**src/sv/indexed_list_store_top_defines.svh**
```systemverilog
// assertion macros for the indexed list store
// used by indexed_list_store_top; no other dependencies
`ifndef INDEXED_LIST_STORE_TOP_DEFINES_SVH
`define INDEXED_LIST_STORE_TOP_DEFINES_SVH

// same-cycle implication, checked outside reset
`define ILS_ASSERT_IMP(label, clk, rst_n, ante, cons) \
    label: assert property (@(posedge clk) disable iff (!(rst_n)) (ante) |-> (cons)) \
        else $error("indexed list store: same-cycle check failed");

// next-cycle implication, checked outside reset
`define ILS_ASSERT_NXT(label, clk, rst_n, ante, cons) \
    label: assert property (@(posedge clk) disable iff (!(rst_n)) (ante) |=> (cons)) \
        else $error("indexed list store: next-cycle check failed");

`endif

```
**src/sv/ils_pkg.sv**
```systemverilog
// shared types and codes for the indexed list store
// no dependencies
`default_nettype none

package ils_pkg;

    localparam int DEPTH_DEF = 64;
    localparam int POS_W     = 8;
    localparam int WORD_W    = 32;
    localparam int CNT_OUT_W = 7;

    localparam logic [1:0] K_APPEND = 2'd0;
    localparam logic [1:0] K_INSERT = 2'd1;
    localparam logic [1:0] K_POP    = 2'd2;
    localparam logic [1:0] K_PEEK   = 2'd3;

    localparam logic [1:0] ST_OK    = 2'd0;
    localparam logic [1:0] ST_FULL  = 2'd1;
    localparam logic [1:0] ST_EMPTY = 2'd2;

    typedef struct packed {
        logic [1:0]               kind;
        logic signed [WORD_W-1:0] value;
        logic [POS_W-1:0]         position;
    } t_req;

    typedef struct packed {
        logic signed [WORD_W-1:0] word_out;
        logic [1:0]               status;
        logic [CNT_OUT_W-1:0]     count_after;
    } t_rsp;

    // broadcast to every cell of the chain
    typedef struct packed {
        logic ins;
        logic pop;
    } t_cell_cmd;

endpackage

`default_nettype wire

```
**src/sv/ils_cell.sv**
```systemverilog
// one entry of the list: holds a word, takes it from a neighbor on shifts
// depends on ils_pkg
`default_nettype none

module ils_cell #(
    parameter int INDEX = 0,
    parameter int IW    = 6
) (
    input  wire logic                              i_clk,
    input  wire ils_pkg::t_cell_cmd                i_cmd,
    input  wire logic [IW-1:0]                     i_idx,
    input  wire logic signed [ils_pkg::WORD_W-1:0] i_value,
    input  wire logic signed [ils_pkg::WORD_W-1:0] i_left,
    input  wire logic signed [ils_pkg::WORD_W-1:0] i_right,
    output logic signed [ils_pkg::WORD_W-1:0]      o_data,
    output logic signed [ils_pkg::WORD_W-1:0]      o_hit_data
);
    import ils_pkg::*;

    localparam logic [IW-1:0] MY_IDX = IW'(INDEX);

    logic signed [WORD_W-1:0] r_data;
    logic signed [WORD_W-1:0] n_data;

    always_comb begin
        n_data = r_data;
        if (i_cmd.ins) begin
            if (MY_IDX == i_idx) begin
                n_data = i_value;
            end else if (MY_IDX > i_idx) begin
                n_data = i_left;
            end
        end else if (i_cmd.pop && (MY_IDX >= i_idx)) begin
            n_data = i_right;
        end
    end

    always_ff @(posedge i_clk) begin
        r_data <= n_data;
    end

    assign o_data     = r_data;
    // masked word for the or-reduced read bus
    assign o_hit_data = (MY_IDX == i_idx) ? r_data : '0;

endmodule

`default_nettype wire

```
**config.mk**
```make
export PLATFORM = sky130hd
export DESIGN_NAME = ils_cell
export DESIGN_NICKNAME = d
export VERILOG_FILES = /design/src/sv/indexed_list_store_top_defines.svh /design/src/sv/ils_pkg.sv /design/src/sv/ils_cell.sv
export SDC_FILE = /design/constraint.sdc
export NUM_CORES = 1
export LEC_CHECK = 0
export ABC_AREA = 1
export ABC_CLOCK_PERIOD_IN_PS = 3600
export BUFFER_PORTS_ARGS = -buffer_cell sky130_fd_sc_hd__buf_2
export CAP_MARGIN = 30
export CORE_MARGIN = 3
export CORE_UTILIZATION = 41
export DETAILED_ROUTE_END_ITERATION = 16
export PLACE_DENSITY = 0.81
export SLEW_MARGIN = 0
export SYNTH_ARGS = -nofsm -noshare
export SYNTH_HDL_FRONTEND = slang
export SYNTH_SLANG_ARGS = --single-unit
```
**constraint.sdc**
```tcl
create_clock -name i_clk -period 3.6 [get_ports i_clk]
set_input_delay 1.08 -clock i_clk [delete_from_list [all_inputs] [get_ports i_clk]]
set_output_delay 1.08 -clock i_clk [all_outputs]
set_load 0.02 [all_outputs]
```
==> Flow_metrics.wiki <==
{| class="wikitable"
! Metric !! Value
|-
| Share of post-route cells with drive strength above 1 || 36.3%
|-
| TritonCTS clock tree || built
|-
| Part of the power in the clock network || 30.2%
|-
| Data required time at the worst endpoint || 2.52 ns
|-
| Quantity of I/O buffers inserted on ports || 168
|-
| Congestion Overflow GR || 0
|-
| Run status || finished, final reports clean
|-
| Share of the synthesized area in the top cell type || 41.6%
|-
| Number of warnings reported in the yosys synthesis log || 0
|-
| Worst min-delay path category || input port to flip-flop
|-
| Overall Global Routing Usage || 20.7%
|-
| Max-cap viol count || 0
|-
| Endpoints failing setup || 0
|-
| Final Core Density || 61.9%
|-
| Floorplan die height || 81.0 µm
|-
| HPWL after detailed placement || 4990 µm
|-
| Worst setup path category || input port to output port
|-
| Core outline area || 5270 µm²
|-
| WL/cell || 11.7 µm
|-
| Number of antenna cells inserted || 0
|-
| RSZ-0062 raised after global routing || false
|-
| Relative max-transition margin || 57.2%
|-
| Clock tree buffer depth || 2
|-
| Cell type with the largest total area after synthesis || edfxtp_1
|-
| Iteration-0 DRC count of the detailed router || 97
|-
| Weighted congestion at the end of routability-driven global placement || 0.762
|-
| Post-CTS setup buffers || 0
|-
| Number of I/O pins || 169
|-
| Element type at the critical path end || output port
|-
| Worst hold path startpoint || i_right[27]
|-
| Sequential cell area || 961 µm²
|-
| Number of fillers in the final layout || 489
|-
| Arrival time of the worst setup path || 1.99 ns
|-
| Highest ir drop seen on vdd || 0.128 mV
|-
| Number of hold violations in the final report || 0
|-
| Synthesized flop and latch total || 32
|-
| Startpoint Class || input port
|-
| Number of slew-limit violations in the final report || 0
|-
| Synthesized area divided by synthesized cell count || 6.59 µm²
|-
| Internal power contribution || 624 µW
|-
| Vias in the first global route || 2508
|-
| Combinational share of power || 19.6%
|-
| Post-synthesis instance area || 2310 µm²
|-
| Sw Share || 25.3%
|-
| CTS HTree Levels || 2
|-
| Number of unique standard cell types used by synthesis || 12
|-
| Share of the yosys chip area belonging to registers || 41.6%
|-
| Via Count || 2677
|-
| Net Sw Power || 211 µW
|-
| DRC Markers || 0
|-
| Hold buffer count at CTS || 0
|-
| Count of antenna-violating nets left after detailed routing || 0
|-
| Clock sink total || 32
|-
| Transition time at the pin with the least slew margin || 0.642 ns
|-
| Row Count || 26
|-
| Global-route wire length before repair || 10700 µm
|-
| Fin worst setup slack || 0.532 ns
|-
| Area of the multi-input gates || 885 µm²
|-
| Root buffer selected by CTS || clkbuf_8
|-
| Post-DR vias/cell || 4.62
|-
| Number of cells traversed by the worst hold path || 3
|-
| 1st-pass router iterations || 7
|-
| Initial antenna violation count || 0
|-
| Ratio of total power to cell area || 256 nW/µm²
|-
| Sequential cell fraction of total power || 50.1%
|-
| Flip-flop count of the largest register after layout || 32
|-
| Largest cells by area after synthesis || edfxtp_1, inv_1, nand2_1, nand4_1, nand3_1
|-
| Area growth syn-to-layout || 41.4%
|-
| Maximum number of pins on one net before global-route repair || 35
|-
| Die area || 6560 µm²
|-
| Synth Net Count || 455
|-
| Die width || 81.0 µm
|-
| Clock edge transition at the registers on the reported setup and hold paths || 0.07 ns
|-
| Synth Instances || 350
|-
| Final sum of negative setup slack || 0 ns
|-
| Fmax achieved || 326 MHz
|-
| Initial core utilization || 43.8%
|-
| Wire length after detailed routing || 6750 µm
|-
| Count of instances resized after the clock tree is built || 0
|-
| Fraction of the cycle the final worst path needs || 85.2%
|-
| Nets || 613
|-
| Clock period minus worst slack || 3.07 ns
|-
| Hold Path Sink || o_data[27]
|-
| Static leakage || 0.00209 µW
|-
| Total clock buffers created by CTS || 5
|-
| Worst setup slack after placement || 0.513 ns
|-
| Critical Path Fanout Max || 34
|}
-- synthesized netlist by cell type --
cell type / instances
nand3_1: 33
nand4_1: 32
inv_1: 96
nor2_1: 34
clkbuf_1: 13
nor2_2: 3
edfxtp_1: 32
nand2_1: 96
inv_2: 1
buf_1: 1
buf_2: 7
buf_6: 2
-- cell type report --
cell class / count / share of cell area (%)
Sequential cell: 32 / 29.4
Multi-Input combinational cell: 198 / 27.1
Clock buffer: 7 / 2.34
Tap cell: 70 / 2.68
Inverter: 97 / 11.2
Clock inverter: 1 / 0.115
Timing Repair Buffer: 174 / 27.1
-- per-layer routing --
metal | vias up | GRT usage (%) | wire [µm]
met1 | 1156 | 23.8 | 2690
met4 | 0 | 8.11 | 114
li1 | 1376 | - | -
met5 | - | 0 | 0
met3 | 10 | 2.44 | 543
met2 | 135 | 38.6 | 3410
-- cells in the final DEF (no fill, tap or decap) --
cell type	synthesis	final
nand2_1	96	96
clkinv_1	0	1
nor2_1	34	33
clkbuf_1	13	2
buf_2	7	168
nor2_2	3	3
nand4_1	32	32
clkbuf_8	0	5
nand3_1	33	32
inv_2	1	1
buf_4	0	6
edfxtp_1	32	32
nor2_4	0	1
inv_1	96	96
nand3_2	0	1
-- how the worst max path moves through the flow --
| stage | slack [ns] | start | cells past startpoint | end |
|---|---|---|---|---|
| after global routing | 0.46 | i_idx[1] | 6 | o_hit_data[28] |
| after global placement | 0.59 | i_idx[5] | 6 | o_hit_data[31] |
| final | 0.53 | i_idx[1] | 6 | o_hit_data[28] |
| after floorplan | 0.25 | i_idx[1] | 4 | o_data[0] |
| after CTS | 0.51 | i_idx[1] | 6 | o_hit_data[28] |
| after detailed placement | 0.51 | i_idx[1] | 6 | o_hit_data[28] |
-- cells by family after synthesis --
kind of cell  Yosys count  share of synthesized area [%]
simple gates          198                           37.8
buf+inv               120                           20.6
flops                  32                           41.6
-- critical path, stage by stage --
cell and delay (ns):
buf_2 0.10, nor2_2 0.13, nand3_2 0.10, buf_4 0.25, nor2_1 0.13, buf_2 0.18
-- per-stage QoR --
step | std cells | power, µW | hold slack [ns] | cell area [µm²]
finish | 579 | 835 | 1.08 | 3260
global route | 579 | 882 | 1.08 | 3260
CTS | 579 | 839 | 1.07 | 3260
detailed placement | 571 | 590 | 1.35 | 3180
global placement | 571 | 587 | 1.35 | 3180
floorplan | 350 | 513 | 1.27 | 2310
-- power groups by stage --
stage | Clock, µW | Combinational [µW] | Sequential, µW
2_1_floorplan | 0 | 81.5 | 431
3_3_place_gp | 0 | 161 | 427
3_5_place_dp | 0 | 163 | 427
4_1_cts | 256 | 164 | 419
5_1_grt | 276 | 187 | 419
6_report | 252 | 164 | 419
Note: power is estimated with default switching activity, not from simulation.
