`src/sv/indexed_list_store_top_defines.svh`:
```
// assertion macros for the indexed list store
// used by indexed_list_store_top; no other dependencies
`ifndef INDEXED_LIST_STORE_TOP_DEFINES_SVH
`define INDEXED_LIST_STORE_TOP_DEFINES_SVH

// same-cycle implication, checked outside reset
`define ILS_ASSERT_IMP(label, clk, rst_n, ante, cons) \
    label: assert property (@(posedge clk) disable iff (!(rst_n)) (ante) |-> (cons)) \
        else $error("indexed list store: same-cycle check failed");

// next-cycle implication, checked outside reset
`define ILS_ASSERT_NXT(label, clk, rst_n, ante, cons) \
    label: assert property (@(posedge clk) disable iff (!(rst_n)) (ante) |=> (cons)) \
        else $error("indexed list store: next-cycle check failed");

`endif

```
`src/sv/ils_pkg.sv`:
```
// shared types and codes for the indexed list store
// no dependencies
`default_nettype none

package ils_pkg;

    localparam int DEPTH_DEF = 64;
    localparam int POS_W     = 8;
    localparam int WORD_W    = 32;
    localparam int CNT_OUT_W = 7;

    localparam logic [1:0] K_APPEND = 2'd0;
    localparam logic [1:0] K_INSERT = 2'd1;
    localparam logic [1:0] K_POP    = 2'd2;
    localparam logic [1:0] K_PEEK   = 2'd3;

    localparam logic [1:0] ST_OK    = 2'd0;
    localparam logic [1:0] ST_FULL  = 2'd1;
    localparam logic [1:0] ST_EMPTY = 2'd2;

    typedef struct packed {
        logic [1:0]               kind;
        logic signed [WORD_W-1:0] value;
        logic [POS_W-1:0]         position;
    } t_req;

    typedef struct packed {
        logic signed [WORD_W-1:0] word_out;
        logic [1:0]               status;
        logic [CNT_OUT_W-1:0]     count_after;
    } t_rsp;

    // broadcast to every cell of the chain
    typedef struct packed {
        logic ins;
        logic pop;
    } t_cell_cmd;

endpackage

`default_nettype wire

```
`src/sv/ils_mod.sv`:
```
// restoring remainder unit: position mod count, one position bit per cycle
// depends on ils_pkg
`default_nettype none

module ils_mod #(
    parameter int CW = 7
) (
    input  wire logic                      i_clk,
    input  wire logic                      i_rst_n,
    input  wire logic                      i_start,
    input  wire logic [ils_pkg::POS_W-1:0] i_num,
    input  wire logic [CW-1:0]             i_den,
    output logic                           o_done,
    output logic [CW-1:0]                  o_rem
);
    import ils_pkg::*;

    localparam int SW = $clog2(POS_W);
    localparam logic [SW-1:0] LAST_STEP = SW'(POS_W - 1);

    logic            r_busy;
    logic            r_done;
    logic [SW-1:0]   r_step;
    logic [POS_W-1:0] r_num;
    logic [CW-1:0]   r_rem;
    logic [CW:0]     n_trial;
    logic [CW-1:0]   n_rem;

    always_comb begin
        n_trial = {r_rem, r_num[POS_W-1]};
        if (n_trial >= {1'b0, i_den}) begin
            n_rem = CW'(n_trial - {1'b0, i_den});
        end else begin
            n_rem = n_trial[CW-1:0];
        end
    end

    always_ff @(posedge i_clk) begin
        if (!i_rst_n) begin
            r_busy <= 1'b0;
            r_done <= 1'b0;
            r_step <= '0;
        end else begin
            r_done <= 1'b0;
            if (i_start) begin
                r_busy <= 1'b1;
                r_step <= '0;
            end else if (r_busy) begin
                r_step <= r_step + 1'b1;
                if (r_step == LAST_STEP) begin
                    r_busy <= 1'b0;
                    r_done <= 1'b1;
                end
            end
        end
    end

    always_ff @(posedge i_clk) begin
        if (i_start) begin
            r_num <= i_num;
            r_rem <= '0;
        end else if (r_busy) begin
            r_num <= {r_num[POS_W-2:0], 1'b0};
            r_rem <= n_rem;
        end
    end

    assign o_done = r_done;
    assign o_rem  = r_rem;

endmodule

`default_nettype wire

```
`config.mk`:
```
export PLATFORM = sky130hd
export DESIGN_NAME = ils_mod
export DESIGN_NICKNAME = d
export VERILOG_FILES = /design/src/sv/indexed_list_store_top_defines.svh /design/src/sv/ils_pkg.sv /design/src/sv/ils_mod.sv
export SDC_FILE = /design/constraint.sdc
export NUM_CORES = 1
export LEC_CHECK = 0
export BUFFER_PORTS_ARGS = -buffer_cell sky130_fd_sc_hd__buf_4
export CORE_MARGIN = 5
export CORE_UTILIZATION = 55
export CTS_BUF_LIST = sky130_fd_sc_hd__clkbuf_4
export DETAILED_ROUTE_END_ITERATION = 10
export GPL_ROUTABILITY_DRIVEN = 0
export PLACE_DENSITY_LB_ADDON = 0.1
export SYNTH_ARGS = -nofsm -noshare
export SYNTH_HDL_FRONTEND = slang
export SYNTH_SLANG_ARGS = --single-unit
export TNS_END_PERCENT = 50
```
`constraint.sdc`:
```
create_clock -name i_clk -period 3.71 [get_ports i_clk]
set_input_delay 0.1855 -clock i_clk [delete_from_list [all_inputs] [get_ports i_clk]]
set_output_delay 0.1855 -clock i_clk [all_outputs]
set_load 0.02 [all_outputs]
```
==> results.md, run 1 <==
* Result of the run: completed
* Count of clock tree sinks at 20
* Cell row count at 17
* DRT iter0 DRCs at 28
* Detailed-route vias per instance at 5.82
* Time the worst path needs with I/O delays and setup at 2.10 ns
* Switching portion of total power at 25.8%
* Die extent in x at 58.5 microns
* Part of the total power dissipated in sequential elements at 46.2%
* Resized cells post-CTS at 0
* Global-route wire length before repair at 4.28 mm
* Hold violation count in the final report at 0
* Antenna violations before repair at 0
* # setup viols final at 0
* Cell at the root of the clock tree: sky130_fd_sc_hd__clkbuf_4
* Post-synth ARST share at 0%
* Type of the setup path with the least slack: flop to flop
* Worst Skew at 0.0165 ns
* Chip Height at 58.5 microns
* DRC Markers at 0
* Setup total negative slack at 0 ns
* Count of flip-flops with a built-in enable after synthesis at 8
* Max Clock Freq at 475 MHz
* Layout-stage area growth over the synthesis result at 18.7%
* Worst-path clk slew at 0.12 ns
* Total clock buffers created by CTS at 3
* Leading post-synthesis cells by instance count: sky130_fd_sc_hd__dfxtp_1 (12), sky130_fd_sc_hd__inv_1 (12), sky130_fd_sc_hd__nor2_1 (11)
* Number of max-capacitance violations reported at 0
* Count of synthesis-stage warnings from yosys at 0
* Leakage power total at 0.000683 uW
* Total wire length after detailed routing at 2.67 mm
* Initial core utilization at 57.9%
* Synth area leaders: sky130_fd_sc_hd__dfxtp_1 (19%), sky130_fd_sc_hd__edfxtp_1 (19%), sky130_fd_sc_hd__ha_1 (8.7%)
* Post-route ant nets at 0
* Routed wire per std cell at 14.6 microns
* Share of the synthesized area in the top cell type at 18.6%
* Sequential share of the synthesized area at 37.1%
* Largest buffer count on any clock path at 2
* Pre-antenna DRT Iters at 4
* Combinational Power Share at 21.8%
* CTS tree: built
* Worst-Margin Slew at 0.674 ns
* Max transition margin at 55.0%
* Unrepaired setup endpoints after global routing: no
* Critical path peak fanout at 10
* Clk Latency, worst-skew pair at 0.31 ns
* Final Slew Violations at 0
* Design internal power at 414 uW
* Tot GR Track Use at 16.3%
* Count of buffers added by post-CTS timing repair for setup at 0
* Power Density at 363 nW/um^2
* Core box area at 2230 sq um
* Finished Layout Cells at 183
* Post-synthesis register bit count at 20
* Via count of the first global-routing pass at 969
* Category of the worst setup path launch point: flop
* Cell variety after synth at 47
* Die Footprint at 3420 sq um
* Pin count of the biggest net entering global routing at 20
* Proportion of layout cells with a drive suffix above 1 at 21.9%
* Io pins at 26
* Placed insts at 179
* Main synth FF type: sky130_fd_sc_hd__dfxtp_1
* Post-DP HPWL at 2.03 mm
* Congestion Overflow GR at 0
* Endpoint class of the critical path: flop
* Part of the power in the clock network at 32.0%
* Fin crit share at 56.7%
* Final net count at 184
* Synth area leader: sky130_fd_sc_hd__dfxtp_1
* Antenna diode count at 0
* Data required time at the worst endpoint at 3.93 ns
* Filler instances at 188
* Synthesized area at 1290 sq um
* H-tree depth reported by CTS at 1
* Number of buffers added on ports at 25
* Net Switching at 144 uW
* Data arrival time of the critical path at 2.32 ns
* Kind of path behind the tightest hold check: input port to flop
* Post-Synthesis Mean Instance Area at 9.80 sq um
* Count of hold-fix buffers inserted at cts at 0
* Via Count at 1065
* IR Drop Worst-Case VDD at 487 uV
* Syn nets at 160
* Cells after synthesis at 132
==> cell usage in the layout (no fill, tap or decap), types with 3 or more instances in the layout <==
| cell type | count |
|---|---|
| sky130_fd_sc_hd__ha_1 | 9 |
| sky130_fd_sc_hd__inv_1 | 12 |
| sky130_fd_sc_hd__nor2_1 | 11 |
| sky130_fd_sc_hd__nor2b_1 | 3 |
| sky130_fd_sc_hd__a31oi_1 | 4 |
| sky130_fd_sc_hd__a21o_1 | 3 |
| sky130_fd_sc_hd__mux2_1 | 7 |
| sky130_fd_sc_hd__dfxtp_1 | 12 |
| sky130_fd_sc_hd__nand2_1 | 7 |
| sky130_fd_sc_hd__and3_1 | 4 |
| sky130_fd_sc_hd__buf_4 | 25 |
| sky130_fd_sc_hd__nand3_1 | 5 |
| sky130_fd_sc_hd__clkbuf_4 | 3 |
| sky130_fd_sc_hd__edfxtp_1 | 8 |
| sky130_fd_sc_hd__nor3b_1 | 5 |
| sky130_fd_sc_hd__xnor2_1 | 3 |
==> sequential cells by signal, summed over array words and instances (netlist names) <==
signal  count
r_step      3
o_done      1
o_rem       7
r_busy      1
r_num       8
==> stage by stage <==
step	total power (uW)	hold WS, ns	cell area [sq um]	setup slack (ns)	utilization (%)
finish	558	0.0979	1540	1.61	68.7
global route	585	0.0776	1540	1.45	68.7
CTS	558	0.0998	1540	1.63	68.7
detailed placement	384	0.406	1480	1.70	66.4
global placement	380	0.402	1480	1.78	66.4
floorplan	346	0.303	1290	1.91	-
==> cell type report <==
class	instances	area [sq um]	area share, %
Clock buffer	3	22.5	1.47
Clock inverter	1	30.0	1.96
Inverter	12	45.0	2.93
Multi-Input combinational cell	94	734	47.8
Sequential cell	20	480	31.3
Tap cell	28	35.0	2.28
Timing Repair Buffer	25	188	12.2
==> power groups by stage <==
stage / combinational (uW) / clock [uW] / sequential (uW)
after global placement: 118 / 0 / 262
after detailed placement: 121 / 0 / 263
after global routing: 133 / 192 / 260
after CTS: 122 / 179 / 258
after floorplan: 84.6 / 0 / 261
final: 121 / 178 / 258
==> per-layer routing <==
layer  wire [microns]  GRT usage [%]
met1             1130           20.4
met2             1300           27.4
met3              200           4.39
met4               40           4.97
met5                0              0
==> worst paths after layout <==
kind                                start        end  slack, ns  cells past startpoint
worst max register to register   r_num[7]   o_rem[0]       1.61                      8
worst max-delay path             r_num[7]   o_rem[0]       1.61                      8
worst min register to register  r_step[2]  r_step[2]       0.51                      2
worst min-delay path              i_rst_n     r_busy        0.1                      2
==> worst max-delay path, stage by stage (launching register included) <==
cell	delay, ns
sky130_fd_sc_hd__edfxtp_1	0.41
sky130_fd_sc_hd__inv_1	0.07
sky130_fd_sc_hd__ha_1	0.16
sky130_fd_sc_hd__inv_1	0.05
sky130_fd_sc_hd__fa_1	0.40
sky130_fd_sc_hd__nand3_1	0.13
sky130_fd_sc_hd__a31o_1	0.38
sky130_fd_sc_hd__nand3_1	0.14
sky130_fd_sc_hd__a311oi_2	0.26
==> cell families (layout without fill, tap and decap cells) <==
group	count (synthesis)	in the layout	share of synthesized area, %
simple gates	45	45	19.2
compound gates	26	26	17.0
flops	20	20	37.1
buf+inv	18	41	6.09
fa+ha+maj	10	10	10.3
mux	9	9	7.64
xor+xnor	4	4	2.71
Note: power is estimated with default switching activity, not from simulation.
==> inputs of run 2 (changes only) <==
- CORE_UTILIZATION: 55 -> 51
- clock period: 3.71 -> 1.8 ns (I/O delays scaled with it)
==> results.md, run 2 (synthesized netlist as in run 1, its figures left out) <==
* Result of the run: finished with violations
* Violated checks: negative setup slack
* Dominant cell type by count on the critical path: sky130_fd_sc_hd__inv_2
* Endpoint class of the critical path: flop
* Number of buffers added on ports at 25 (unchanged)
* Worst-Margin Slew at 0.418 ns (-0.256 ns)
* Count of clock tree sinks at 20 (unchanged)
* Hold_ws at 0.0696 ns (-0.0283 ns)
* Global-route layer with the greatest usage: met2
* M3 GR Usage at 4.04% (-0.34 points)
* Clk Latency, worst-skew pair at 0.30 ns (about the same)
* Congestion Overflow GR at 0 (unchanged)
* Final net count at 199 (+8.2%)
* Routed wire per std cell at 14.4 microns (-1.4%)
* Number of flip-flops under the largest register name at 8 (unchanged)
* Cell with the largest stage delay on the worst path: sky130_fd_sc_hd__edfxtp_1
* DRT iter0 DRCs at 34 (+21%)
* Io pins at 26 (unchanged)
* Data arrival time of the critical path at 2.00 ns (-0.32 ns)
* Antenna diode count at 0 (unchanged)
* Via count of the first global-routing pass at 1099 (+13%)
* Via Count at 1104 (+3.7%)
* Chip Height at 60.4 microns (+3.2%)
* Initial core utilization at 52.7% (-5.2 points)
* Number of max-capacitance violations reported at 0 (unchanged)
* Die extent in x at 60.4 microns (+3.2%)
* Post-DP HPWL at 2.17 mm (+7.0%)
* Slack of the critical path at -0.00593 ns (-1.61 ns)
* Largest buffer count on any clock path at 2 (unchanged)
* Total clock buffers created by CTS at 3 (unchanged)
* Tot GR Track Use at 17.6% (+1.2 points)
* Category of the worst setup path launch point: flop
* Worst Skew at 0.00258 ns (-0.0139 ns)
* Post-route ant nets at 0 (unchanged)
* Most common cell after layout, fill and taps aside: sky130_fd_sc_hd__buf_4
* Cell row count at 18 (+1)
* Critical-path cell list: inv_2 -> ha_4 -> inv_2 -> fa_2 -> nand3_2 -> a31o_4 -> and2_4 -> o311a_1
* Max Clock Freq at 554 MHz (+17%)
* Critical path peak fanout at 7 (-3)
* Time the worst path needs with I/O delays and setup at 1.81 ns (-0.299 ns)
* DRC Markers at 0 (unchanged)
* Met1 Resource Use GR at 22.8% (+2.5 points)
* Max transition margin at 72.0% (+17 points)
* IR Drop Worst-Case VDD at 656 uV (+35%)
* Kind of path behind the tightest hold check: input port to flop
* Stage delay of the slowest cell on the critical path at 0.37 ns (-0.04 ns)
* Fin util at 68.0% (-0.75 points)
* Die Footprint at 3640 sq um (+6.5%)
* Global-route wire length before repair at 4.81 mm (+12%)
* Proportion of layout cells with a drive suffix above 1 at 33.5% (+12 points)
* Detailed-route vias per instance at 5.52 (-5.1%)
* # setup viols final at 1 (+1)
* Cell at the root of the clock tree: sky130_fd_sc_hd__clkbuf_4
* Leakage power total at 0.000747 uW (+9.3%)
* Unrepaired setup endpoints after global routing: yes
* CTS tree: built
* Reg with most FFs: r_num
* Final Slew Violations at 0 (unchanged)
* Hold violation count in the final report at 0 (unchanged)
* Pre-antenna DRT Iters at 4 (unchanged)
* Total wire length after detailed routing at 2.88 mm (+7.8%)
* H-tree depth reported by CTS at 1 (unchanged)
* Pin count of the biggest net entering global routing at 20 (unchanged)
* Fin crit share at 100% (+44 points)
* Worst-path clk slew at 0.11 ns (about the same)
* Most frequent cells in the layout: sky130_fd_sc_hd__buf_4 (39), sky130_fd_sc_hd__dfxtp_1 (12), sky130_fd_sc_hd__nor2_1 (11)
* Type of the setup path with the least slack: flop to flop
* Power Density at 639 nW/um^2 (+76%)
* Core box area at 2450 sq um (+9.9%)
* Filler instances at 219 (+16%)
* Antenna violations before repair at 0 (unchanged)
* Layout-stage area growth over the synthesis result at 29.0%
* Data required time at the worst endpoint at 1.99 ns (-1.94 ns)
* Met2 usage at 29.5% (+2.0 points)
## run 2: cell types whose count changed in the layout (fill, tap and decap cells not counted), moves of 2 or more
cell,change
sky130_fd_sc_hd__buf_4,+14
sky130_fd_sc_hd__ha_1,-3
sky130_fd_sc_hd__inv_1,-2
sky130_fd_sc_hd__inv_2,+2
sky130_fd_sc_hd__nand3_2,+2
sky130_fd_sc_hd__nand3_1,-2
sky130_fd_sc_hd__ha_2,+2
## run 2: report_power, final
group,leakage (uW),switching (uW),total [uW],internal [uW]
Combinational,0.000550,154,311,158
Sequential,0.000179,17.4,523,505
Clock,0.0000184,131,233,101
## run 2: worst paths after layout
path         startpoint        end  slack, ns  cells after the start
min            i_num[2]   r_num[2]       0.07                      2
max            r_num[7]   o_rem[1]     -0.006                      8
min reg2reg   r_step[1]  r_step[1]       0.52                      2
max reg2reg    r_num[7]   o_rem[1]     -0.006                      8
## run 2: final cells by class
class                           count  area, sq um  share of cell area (%)
Tap cell                           30         37.5                    2.25
Clock buffer                        4         30.0                    1.80
Multi-Input combinational cell     94          773                    46.3
Sequential cell                    20          480                    28.8
Inverter                           12         45.0                    2.70
Timing Repair Buffer               40          303                    18.1
## run 2: stage by stage
stage               total power [uW]  std cells  setup slack, ns  setup TNS [ns]  cell area, sq um
floorplan                        712        132          0.00224               0              1290
global placement                 804        192          -0.0235         -0.0360              1570
detailed placement               814        192           -0.147          -0.516              1570
CTS                             1060        199        0.0000744               0              1640
global route                    1130        200          -0.0855          -0.296              1670
finish                          1070        200         -0.00593        -0.00593              1670
## run 2: repair_timing
action / in CTS / in global routing
cloned: 0 / 0
pin swaps: 3 / 6
endpoints found under the setup margin: 7 / 7
hold buffers: 1 / 0
endpoints found under the hold margin: 1 / 0
setup buffers: 2 / 1
gates resized for setup: 5 / 6
## run 2: routing by layer
layer  vias up  part of all wire, %  wire [microns]
met5         -                    0               0
met4         0                  1.1              31
met3         4                  4.9             142
met2        29                   49            1410
met1       512                   45            1290
li1        559                    -               -
## run 2: critical path, delay by kind of cell (launching register included)
| family | cells | cell delay, ns |
|---|---|---|
| compound gates | 2 | 0.56 |
| flops | 1 | 0.37 |
| buf+inv | 2 | 0.11 |
| simple gates | 2 | 0.28 |
| fa+ha+maj | 2 | 0.38 |
==> inputs of run 3 (changes only) <==
- CELL_PAD_IN_SITES_DETAIL_PLACEMENT: not set -> 0
- CELL_PAD_IN_SITES_GLOBAL_PLACEMENT: not set -> 1
- CORE_ASPECT_RATIO: not set -> 0.5
- CORE_UTILIZATION: 51 -> 39
==> results.md, run 3 (synthesized netlist as in run 1, its figures left out) <==
* Clk Latency, worst-skew pair at 0.30 ns (about the same)
* Worst-path clk slew at 0.11 ns (about the same)
* Chip Height at 50.7 microns (-16%)
* Cell row count at 14 (-4)
* Endpoint class of the critical path: flop
* Number of max-capacitance violations reported at 0 (unchanged)
* Cell area after layout at 1690 sq um (+1.2%)
* Io pins at 26 (unchanged)
* Worst min-delay path endpoint: r_num[5]
* Data arrival time of the critical path at 1.95 ns (-0.05 ns)
* Total clock buffers created by CTS at 3 (unchanged)
* Setup total negative slack at 0 ns (+0.00593 ns)
* Worst Skew at 0.00141 ns (-0.00117 ns)
* Global-route wire length before repair at 4.84 mm (+0.56%)
* Cell with the largest stage delay on the worst path: sky130_fd_sc_hd__edfxtp_1
* Total wire length after detailed routing at 2.88 mm (+0.17%)
* Layout-stage area growth over the synthesis result at 30.6%
* Category of the worst setup path launch point: flop
* Slack of the critical path at 0.0509 ns (+0.0568 ns)
* Power Density at 704 nW/um^2 (+10%)
* RR Endpoint: o_rem[1]
* DRT iter0 DRCs at 58 (+71%)
* Data required time at the worst endpoint at 2.00 ns (about the same)
* Detailed-route vias per instance at 5.20 (-5.8%)
* Core box area at 3080 sq um (+26%)
* Worst-Margin Slew at 0.371 ns (-0.0475 ns)
* Die Footprint at 4640 sq um (+27%)
* Final Slew Violations at 0 (unchanged)
* Hold violation count in the final report at 0 (unchanged)
* Via count of the first global-routing pass at 1045 (-4.9%)
* Pre-antenna DRT Iters at 4 (unchanged)
* Worst Setup Slack post-DPL at -0.0794 ns (+0.0677 ns)
* Hold_sp: i_num[5]
* Max Clock Freq at 572 MHz (+3.2%)
* Fin crit share at 97.2% (-3.2 points)
* DRC Markers at 0 (unchanged)
* Stage delay of the slowest cell on the critical path at 0.38 ns (about the same)
* Number of flip-flops under the largest register name at 8 (unchanged)
* Type of the setup path with the least slack: flop to flop
* Final total power at 1190 uW (+11%)
* Final net count at 199 (unchanged)
* Tot GR Track Use at 12.9% (-4.7 points)
* Most frequent cells in the layout: sky130_fd_sc_hd__buf_4 (39), sky130_fd_sc_hd__dfxtp_1 (12), sky130_fd_sc_hd__inv_1 (11), sky130_fd_sc_hd__nor2_1 (11)
* Congestion Overflow GR at 0 (unchanged)
* Via Count at 1092 (-1.1%)
* Antenna diode count at 0 (unchanged)
* Post-route ant nets at 0 (unchanged)
* Number of buffers added on ports at 25 (unchanged)
* Largest buffer count on any clock path at 2 (unchanged)
* Reg with most FFs: r_num
* Number of stages on the worst hold path at 2 (unchanged)
* Time the worst path needs with I/O delays and setup at 1.75 ns (-0.0568 ns)
* Max transition margin at 75.2% (+3.2 points)
* H-tree depth reported by CTS at 1 (unchanged)
* Leakage power total at 0.000760 uW (+1.8%)
* Pin count of the biggest net entering global routing at 20 (unchanged)
* Critical-path cell list: inv_1 -> ha_2 -> inv_2 -> fa_2 -> nand3_2 -> a31o_4 -> and2_4 -> o311a_1
* Filler instances at 304 (+39%)
* Critical R2R Launch: r_num[7]
* Result of the run: completed
* Antenna violations before repair at 0 (unchanged)
* Routed wire per std cell at 13.7 microns (-4.6%)
* Most common cell after layout, fill and taps aside: sky130_fd_sc_hd__buf_4
* Count of clock tree sinks at 20 (unchanged)
* Hold_ws at 0.0670 ns (-0.00256 ns)
* IR Drop Worst-Case VDD at 424 uV (-35%)
* # setup viols final at 0 (-1)
* Kind of path behind the tightest hold check: input port to flop
* CTS tree: built
* Post-DP HPWL at 2.20 mm (+1.4%)
* Proportion of layout cells with a drive suffix above 1 at 31.8% (-1.8 points)
* Area post-placement at 1590 sq um (+1.3%)
* Initial core utilization at 42.0% (-11 points)
* Cell at the root of the clock tree: sky130_fd_sc_hd__clkbuf_4
* FF-to-FF path depth at 8 (unchanged)
* R2R Setup Slk at 0.05 ns (+0.06 ns)
* Die extent in x at 91.5 microns (+51%)
* Critical path peak fanout at 7 (unchanged)
## run 3: cell types whose count changed in the layout (fill, tap and decap cells not counted), sizes merged
cell,previous run,this run
bufinv,0,1
clkbuf,4,3
## run 3: worst max path at each step
stage | start | to | slack (ns) | depth (start not counted)
after floorplan | o_rem[4] | o_rem[2] | 0.002 | 5
after global placement | r_num[7] | o_rem[0] | -0.05 | 8
after detailed placement | r_num[7] | o_rem[0] | -0.08 | 8
after CTS | r_num[7] | o_rem[1] | 0.002 | 8
after global routing | r_num[7] | o_rem[6] | -0.01 | 8
final | r_num[7] | o_rem[1] | 0.05 | 8
## run 3: where the power goes
group	internal [uW]	switching, uW
Clock	225	140
Sequential	505	18.7
Combinational	151	149
Total	881	308
## run 3: metal layers
metal  track usage (%)  up-vias  wire length (microns)
li1                  -      555                      -
met1              18.4      506                   1400
met2              19.4       29                   1220
met3              3.43        2                    237
met4              2.93        0                     19
met5                 0        -                      0
## run 3: worst max-delay path: cells and delay by family (launching register included)
family	cells	cell delay, ns
AND/OR/NAND/NOR	2	0.26
buffers and inverters	2	0.10
AO/OA/AOI/OAI	2	0.54
flip-flops	1	0.38
adder cells (fa/ha/maj)	2	0.37
## run 3: final cells by class
class	instances	area, sq um	area share, %
flip-flops and latches	20	480	28.4
clock inverters	1	30.0	1.78
multi-input cells	94	758	44.9
clock buffers	3	22.5	1.33
well taps	40	50.0	2.96
repair buffers	40	303	17.9
inverters	12	45.0	2.67
## run 3: per-stage QoR
stage          cells  utilization, %
2_1_floorplan    132               -
3_3_place_gp     203            51.5
3_5_place_dp     203            51.5
4_1_cts          208            54.1
5_1_grt          210            54.8
6_report         210            54.8
## run 3: repair_timing
item	4_1_cts	5_1_grt
buffers inserted	0	2
endpoints found under the setup margin	7	7
resized for setup	3	3
hold buffers	1	0
cloned	0	0
hold endpoints to repair	1	0
